$ cat src/pmau_pkg.sv
`timescale 1ns / 1ps
`default_nettype none
package pmau_pkg;
    localparam logic [1:0] ST_OK          = 2'd0;
    localparam logic [1:0] ST_NOT_PRESENT = 2'd1;
    localparam logic [1:0] ST_RANGE       = 2'd2;

    localparam logic       CFG_PAGING_ENABLE = 1'b0;
    localparam logic       CFG_PAGE_DIR_BASE = 1'b1;

    localparam int BIT_PRESENT  = 0;
    localparam int BIT_ACCESSED = 5;
    localparam int BIT_DIRTY    = 6;

    // datapath operation selects
    typedef enum logic [2:0] {
        t_OP_NONE,
        t_OP_START,
        t_OP_READ_BYTE,
        t_OP_WRITE_BYTE,
        t_OP_LOAD_DE,
        t_OP_LOAD_TE,
        t_OP_NEXT_PART
    } t_op;

    // address source for byte accesses
    typedef enum logic [1:0] {
        t_SRC_DE,
        t_SRC_TE,
        t_SRC_DATA
    } t_src;

    typedef struct packed {
        t_op        op;
        t_src       src;
        logic [1:0] idx;
        logic       set_te_dirty;
    } t_cmd;

    typedef struct packed {
        logic       paging;
        logic       wr;
        logic       split;
        logic       second;
        logic [2:0] len;
        logic       de_fits;
        logic       te_fits;
        logic       data_fits;
        logic       de_present;
        logic       de_need_wb;
        logic       te_present;
        logic       te_need_wb;
    } t_status;
endpackage
`default_nettype wire

$ cat src/pmau_controller.sv
`timescale 1ns / 1ps
`default_nettype none
module pmau_controller (
    input  wire                    i_clk,
    input  wire                    i_rst_n,
    input  wire                    i_in_valid,
    output logic                   o_in_ready,
    output logic                   o_out_valid,
    input  wire                    i_out_ready,
    input  wire [2:0]              i_in_len,
    input  wire pmau_pkg::t_status i_status,
    output pmau_pkg::t_cmd         o_cmd,
    output logic                   o_rd_valid,
    output logic [1:0]             o_result_status,
    output logic                   o_result_zero
);
    import pmau_pkg::*;

    typedef enum logic [3:0] {
        S_IDLE, S_CHECK, S_DE_RD, S_DE_CHK, S_DE_WB,
        S_TE_CHK_RANGE, S_TE_RD, S_TE_CHK, S_TE_WB,
        S_DATA_CHK, S_DATA, S_DATA_WAIT, S_DONE
    } t_state;

    t_state     r_state;
    logic [1:0] r_idx;
    logic       r_rd_valid;
    logic [1:0] r_st;
    logic       r_out_valid;

    // accept the next word once the result has gone
    assign o_in_ready  = (r_state == S_IDLE) && !r_out_valid;
    assign o_out_valid = r_out_valid;
    assign o_rd_valid  = r_rd_valid;
    assign o_result_status = r_st;
    assign o_result_zero   = i_status.wr || (r_st != ST_OK);

    // command decode
    always_comb begin
        o_cmd.op  = t_OP_NONE;
        o_cmd.src = t_SRC_DATA;
        o_cmd.idx = r_idx;
        o_cmd.set_te_dirty = i_status.wr;
        unique case (r_state)
            S_IDLE:  if (i_in_valid && o_in_ready) o_cmd.op = t_OP_START;
            S_DE_RD: begin o_cmd.op = t_OP_READ_BYTE; o_cmd.src = t_SRC_DE; end
            S_DE_WB: begin o_cmd.op = t_OP_WRITE_BYTE; o_cmd.src = t_SRC_DE; end
            S_TE_RD: begin o_cmd.op = t_OP_READ_BYTE; o_cmd.src = t_SRC_TE; end
            S_TE_WB: begin o_cmd.op = t_OP_WRITE_BYTE; o_cmd.src = t_SRC_TE; end
            S_DATA:  o_cmd.op = i_status.wr ? t_OP_WRITE_BYTE : t_OP_READ_BYTE;
            S_DONE:  if (i_status.split && !i_status.second && r_st == ST_OK)
                         o_cmd.op = t_OP_NEXT_PART;
            default: ;
        endcase
    end

    // sequencer
    always_ff @(posedge i_clk) begin
        if (!i_rst_n) begin
            r_state     <= S_IDLE;
            r_idx       <= 2'd0;
            r_rd_valid  <= 1'b0;
            r_st        <= ST_OK;
            r_out_valid <= 1'b0;
        end else begin
            r_rd_valid <= (o_cmd.op == t_OP_READ_BYTE);
            if (r_out_valid && i_out_ready)
                r_out_valid <= 1'b0;
            unique case (r_state)
                S_IDLE: if (i_in_valid && o_in_ready) begin
                    r_st <= ST_OK;
                    if (i_in_len == 3'd0) r_out_valid <= 1'b1;
                    else r_state <= S_CHECK;
                end
                S_CHECK: begin
                    r_idx <= 2'd0;
                    if (!i_status.paging) r_state <= S_DATA_CHK;
                    else if (!i_status.de_fits) begin r_st <= ST_RANGE; r_state <= S_DONE; end
                    else r_state <= S_DE_RD;
                end
                S_DE_RD: begin
                    r_idx <= r_idx + 2'd1;
                    if (r_idx == 2'd3) r_state <= S_DE_CHK;
                end
                S_DE_CHK: if (!r_rd_valid) begin
                    r_idx <= 2'd0;
                    if (!i_status.de_present) begin
                        r_st <= ST_NOT_PRESENT; r_state <= S_DONE;
                    end else if (i_status.de_need_wb) r_state <= S_DE_WB;
                    else r_state <= S_TE_CHK_RANGE;
                end
                S_DE_WB: begin
                    r_idx <= r_idx + 2'd1;
                    if (r_idx == 2'd3) r_state <= S_TE_CHK_RANGE;
                end
                S_TE_CHK_RANGE: begin
                    r_idx <= 2'd0;
                    if (!i_status.te_fits) begin r_st <= ST_RANGE; r_state <= S_DONE; end
                    else r_state <= S_TE_RD;
                end
                S_TE_RD: begin
                    r_idx <= r_idx + 2'd1;
                    if (r_idx == 2'd3) r_state <= S_TE_CHK;
                end
                S_TE_CHK: if (!r_rd_valid) begin
                    r_idx <= 2'd0;
                    if (!i_status.te_present) begin
                        r_st <= ST_NOT_PRESENT; r_state <= S_DONE;
                    end else if (i_status.te_need_wb) r_state <= S_TE_WB;
                    else r_state <= S_DATA_CHK;
                end
                S_TE_WB: begin
                    r_idx <= r_idx + 2'd1;
                    if (r_idx == 2'd3) begin r_idx <= 2'd0; r_state <= S_DATA_CHK; end
                end
                S_DATA_CHK: begin
                    r_idx <= 2'd0;
                    if (!i_status.data_fits) begin r_st <= ST_RANGE; r_state <= S_DONE; end
                    else r_state <= S_DATA;
                end
                S_DATA: begin
                    r_idx <= r_idx + 2'd1;
                    if ({1'b0, r_idx} + 3'd1 == i_status.len) r_state <= S_DATA_WAIT;
                end
                S_DATA_WAIT: if (!r_rd_valid) r_state <= S_DONE;
                S_DONE: begin
                    if (i_status.split && !i_status.second && r_st == ST_OK)
                        r_state <= S_CHECK;
                    else begin
                        r_out_valid <= 1'b1;
                        r_state <= S_IDLE;
                    end
                end
                default: r_state <= S_IDLE;
            endcase
        end
    end
endmodule
`default_nettype wire

$ cat config.mk
export PLATFORM = sky130hd
export DESIGN_NAME = pmau_controller
export DESIGN_NICKNAME = d
export VERILOG_FILES = /design/src/pmau_pkg.sv /design/src/pmau_controller.sv
export SDC_FILE = /design/constraint.sdc
export NUM_CORES = 1
export LEC_CHECK = 0
export BUFFER_PORTS_ARGS = -buffer_cell sky130_fd_sc_hd__buf_2
export CORE_AREA = 2 2 45 47
export CTS_BUF_LIST = sky130_fd_sc_hd__clkbuf_8
export DETAILED_ROUTE_END_ITERATION = 8
export DIE_AREA = 0 0 47 49
export GPL_ROUTABILITY_DRIVEN = 0
export PLACE_DENSITY = 0.84
export SLEW_MARGIN = 20
export SYNTH_ARGS = -nofsm -noshare
export SYNTH_HDL_FRONTEND = slang
export SYNTH_SLANG_ARGS = --single-unit
$ cat constraint.sdc
create_clock -name i_clk -period 4.15 [get_ports i_clk]
set_input_delay 0.2075 -clock i_clk [delete_from_list [all_inputs] [get_ports i_clk]]
set_output_delay 0.2075 -clock i_clk [all_outputs]
set_load 0.03 [all_outputs]
# Yosys cells after proc, flatten, opt, wreduce, memory -nomap -nowiden
# Cells that the tools add are included.
[word_totals]
in_bits = 21
elab_cells = 106
ff_bits = 10
out_inout_bits = 14
[classes]
mux = 43
eq_ne = 32
reduce_logical = 24
n_addsub = 2
[ops]
columns = ["cell", "n"]
rows = [
  ["4-bit 2-to-1 mux", 14],
  ["4-bit one-hot mux with 13 select lines", 1],
  ["2-bit inequality test (second input constant)", 16],
  ["2-bit 2-to-1 mux", 11],
  ["4-bit equality test (second input constant)", 5],
  ["10-bit AND reduction", 2],
  ["4-bit by 3-bit equality test with 1-bit output (second input constant)", 4],
  ["3-bit one-hot mux with 5 select lines", 1],
  ["2-bit one-hot mux with 6 select lines", 1],
  ["2-bit OR reduction", 5],
  ["1-bit 2-to-1 mux", 9],
  ["3-bit 2-to-1 mux", 3],
  ["4-bit by 2-bit equality test with 1-bit output (second input constant)", 2],
  ["2-bit one-hot mux with 4 select lines", 1],
  ["6-bit nonzero test", 1],
  ["1-bit logical AND", 5],
  ["4-bit by 1-bit equality test with 1-bit output (second input constant)", 1],
  ["4-bit zero test", 1],
  ["2-bit one-hot mux with 2 select lines", 1],
  ["4-bit nonzero test", 1],
  ["4-bit OR reduction", 1],
  ["2-bit by 1-bit adder with 3-bit output (second input constant)", 1],
  ["3-bit by 2-bit equality test with 1-bit output (second input constant)", 1],
  ["3-bit equality test", 1],
  ["other kinds (11)", 12],
]

# Longest topological paths before layout
[logic_depth]
word_depth = 6
depth_mapped = 7
depth_no_buf = 6

# Worst setup path before layout
# No wires, ideal clock.
[synth_path]
path_kind = "register -> register"
startpoint = "reg r_st[1] (netlist: o_result_status[1])"
endpoint = "reg r_rd_valid (netlist: o_rd_valid)"
path_stages_with_launch = 4
n_path_buf = 0
synth_period_minus_slack_ns = 2.208
arrival_time_ns = 2.032
path_slack_ns = 1.942
path_cell_list = "dfxtp_1 > or4b_1 > nor4_1 > nor4_1"
[synth_rtl]
columns = ["element", "line_no", "text"]
rows = [
  ["from (decl)", "pmau_controller.sv:28", "logic [1:0] r_st;"],
  ["from (signal assigned)", "pmau_controller.sv:63", "r_st <= ST_OK;"],
  ["from (signal assigned)", "pmau_controller.sv:71", "r_st <= ST_OK;"],
  ["from (signal assigned)", "pmau_controller.sv:78", "else if (!i_status.de_fits) begin r_st <= ST_RANGE; r_state <= S_DONE; end"],
  ["to (signal assigned)", "pmau_controller.sv:66", "r_rd_valid <= (o_cmd.op == t_OP_READ_BYTE);"],
  ["to (decl)", "pmau_controller.sv:27", "logic r_rd_valid;"],
]

==> qor.csv <==
metric,value,unit
skew final,0.00145,ns
initial drt markers,79,
Die Ht,49,um
HPWL after DPL,2.06,mm
largest stage delay on the critical path,0.74,ns
synthesized instance count,134,
Avg Vias per Cell,6.36,
CTS resizes,0,
RSZ-0062 raised after global routing,no,
CP Max Fanout,22,
"Arr. time, crit path",1.98,ns
Yosys top cell area share,21.2,%
fin crit share,52.6,%
Total GRT Usage,26.2,%
NumNets Final,185,
worst min path class,input port to register,
Root Driver,clkbuf_8,
Finished Core Util,61.5,%
outcome,"complete, no violations",
routed len/inst,15.0,um
I/O pins,35,
row cnt,16,
Tightest Pin Transition,0.675,ns
Remaining DRCs,0,
Max Cap Violations,0,
cell taking the most area after synthesis,dfxtp_1,
PwrDens,656,nW/um2
crit end category,output pin,
P_leak,0.475,nW
CORE AREA,1840,um2
final hold violations,0,
hold-fix buffers at CTS,0,
crit path max-delay cell type,dfxtp_1,
CTS tree,built,
Worst EP required,3.94,ns
fill cell count,183,
"FF+latch count, synth",10,
Setup TNS,0,ns
Crit Path Class,register to output pin,
"top cells by area, synth","dfxtp_1, o21ai_0, a21oi_1, nand2_1, nor2_1",
minimum clock period,2.18,ns
vias,1195,
number of global-route vias before repair,1050,
R2R Path Start,r_state[2],
grt ovf,0,
max_slew headroom,54.9,%
DIE WIDTH,47,um
Starting Density,51.2,%
syn_area_per_cell,7.03,um2
layout cell share with drive strength beyond 1,25.5,%
register-to-register setup slack,2.10,ns
clk_lat worst skew,0.24,ns
peak supply drop,0.360,mV
CP Launch Type,register,
TritonCTS Sinks,10,
I/O Buffers,34,
clk slew on worst S/H paths,0.05,ns
ANT cells,0,
fin. max-slew vios,0,
synth unique cells,47,
post-CTS setup buffers,0,
first-pass GRT wire length,4.57,mm
total CTS buffers,3,
total wire length,2.82,mm
Tot Pwr,0.000744,W
synth warn,0,
Routed Antenna Nets,0,
critical path launch point,r_state[2],
largest net degree at the start of global routing,23,
CP endpoint,o_cmd[7],
H-tree Lvls,1,
reg2reg end,r_state[2],
maximum clock rate,458,MHz
syn_nets,156,
Syn Std Cell Area,942,um2
FF-to-FF path depth,5,
area grow syn2layout,20.3,%
Die ar.,2300,um2
initial antenna violation count,0,
crit-path cells,"nand2_1, nor4_1, buf_2",
Max clock buf depth,2,
"Setup violations, final",0,
register area share after synthesis,21.2,%
drt pass-1 iters,4,
[per-layer routing]
layer | vias up | track usage, % | part of all wire [%]
met3 | 5 | 4.81 | 10
met5 | - | 0 | 0
li1 | 551 | - | -
met2 | 90 | 38.8 | 48
met1 | 549 | 37.0 | 40
met4 | 0 | 9.26 | 1.3
[worst min path at each step]
stage,cells after the start,to,startpoint,slack (ns)
after floorplan,3,o_out_valid,i_in_len[2],0.41
after detailed placement,2,o_result_status[0],o_result_status[0],0.51
final,4,o_out_valid,i_in_len[2],0.29
after global routing,4,o_out_valid,i_in_len[2],0.34
after CTS,4,o_out_valid,i_in_len[2],0.29
after global placement,2,o_result_status[1],o_result_status[1],0.49
[cells by family (layout without fill, tap and decap cells)]
| kind of cell | Yosys count | in the layout | share of synthesized area, % |
|---|---|---|---|
| AO/OA/AOI/OAI | 48 | 48 | 34.7 |
| AND/OR/NAND/NOR | 54 | 54 | 31.1 |
| flip-flops | 10 | 10 | 21.2 |
| XOR/XNOR | 3 | 3 | 2.79 |
| adder cells (fa/ha/maj) | 1 | 1 | 1.33 |
| buffers and inverters | 18 | 45 | 8.90 |
[area by class of cell]
cell class	count	area [um2]	area share, %
inverter	8	30.0	2.65
sequential	10	200	17.7
timing repair buffer	34	170	15.0
tap	27	33.8	2.98
multi-input combinational	106	658	58.1
clock buffer	3	41.3	3.64
[stage by stage]
step                      setup WS (ns)  hold slack (ns)  cells  cell area [um2]
after floorplan                    1.94            0.413    134              942
after global placement             2.23            0.488    185             1090
after detailed placement           2.18            0.511    185             1090
after CTS                          2.02            0.291    188             1130
after global routing               1.83            0.336    188             1130
final                              1.97            0.291    188             1130
[cell usage after synthesis, drive strengths merged]
cell type and n:
a32oi 3, inv 7, nand2b 5, o32ai 1, or3b 1, dfxtp 10, a221o 1, o311a 1
and2b 1, and3b 2, nand4 1, o21a 1, clkinv 1, or4 1, o21ai 17, clkbuf 3
ha 1, or3 2, nor2b 5, o211ai 1, and2 2, o221ai 1, nor2 9, nand3 6
o2bb2ai 1, o22ai 1, buf 7, nor3b 1, nor4 3, a221oi 2, a21oi 10, a22oi 2
a31oi 2, o311ai 2, nor3 4, xnor2 2, xor2 1, or4b 1, o31a 2, nand2 10
[cells in the final DEF, fill, tap and decap left out, drive strengths merged, types with 2 or more instances in the layout]
master / instances
nor2: 9
or3: 2
nor4: 3
nand3: 6
clkbuf: 3
inv: 7
buf: 34
and2: 2
nand2b: 5
a31oi: 2
o21ai: 17
o311ai: 2
a221oi: 2
dfxtp: 10
nor3: 4
and3b: 2
a21oi: 10
a32oi: 3
nor2b: 5
o31a: 2
nand2: 10
xnor2: 2
a22oi: 2
[critical path: cells and delay by family (launching register included)]
kind	cells	cell delay [ns]
buffers and inverters	1	0.29
DFF	1	0.74
and+or+nand+nor	2	0.70
[flip-flops by register name, indices dropped and copies added, names as in the netlist]
signal	count
o_out_valid	1
o_rd_valid	1
o_result_status	2
r_idx	2
r_state	4
[report_power, final]
| group | switching [W] | internal (W) |
|---|---|---|
| Combinational | 0.000278 | 0.000170 |
| Sequential | 0.0000718 | 0.000120 |
| Clock | 0.0000398 | 0.0000637 |
Note: power is estimated with default switching activity, not from simulation.
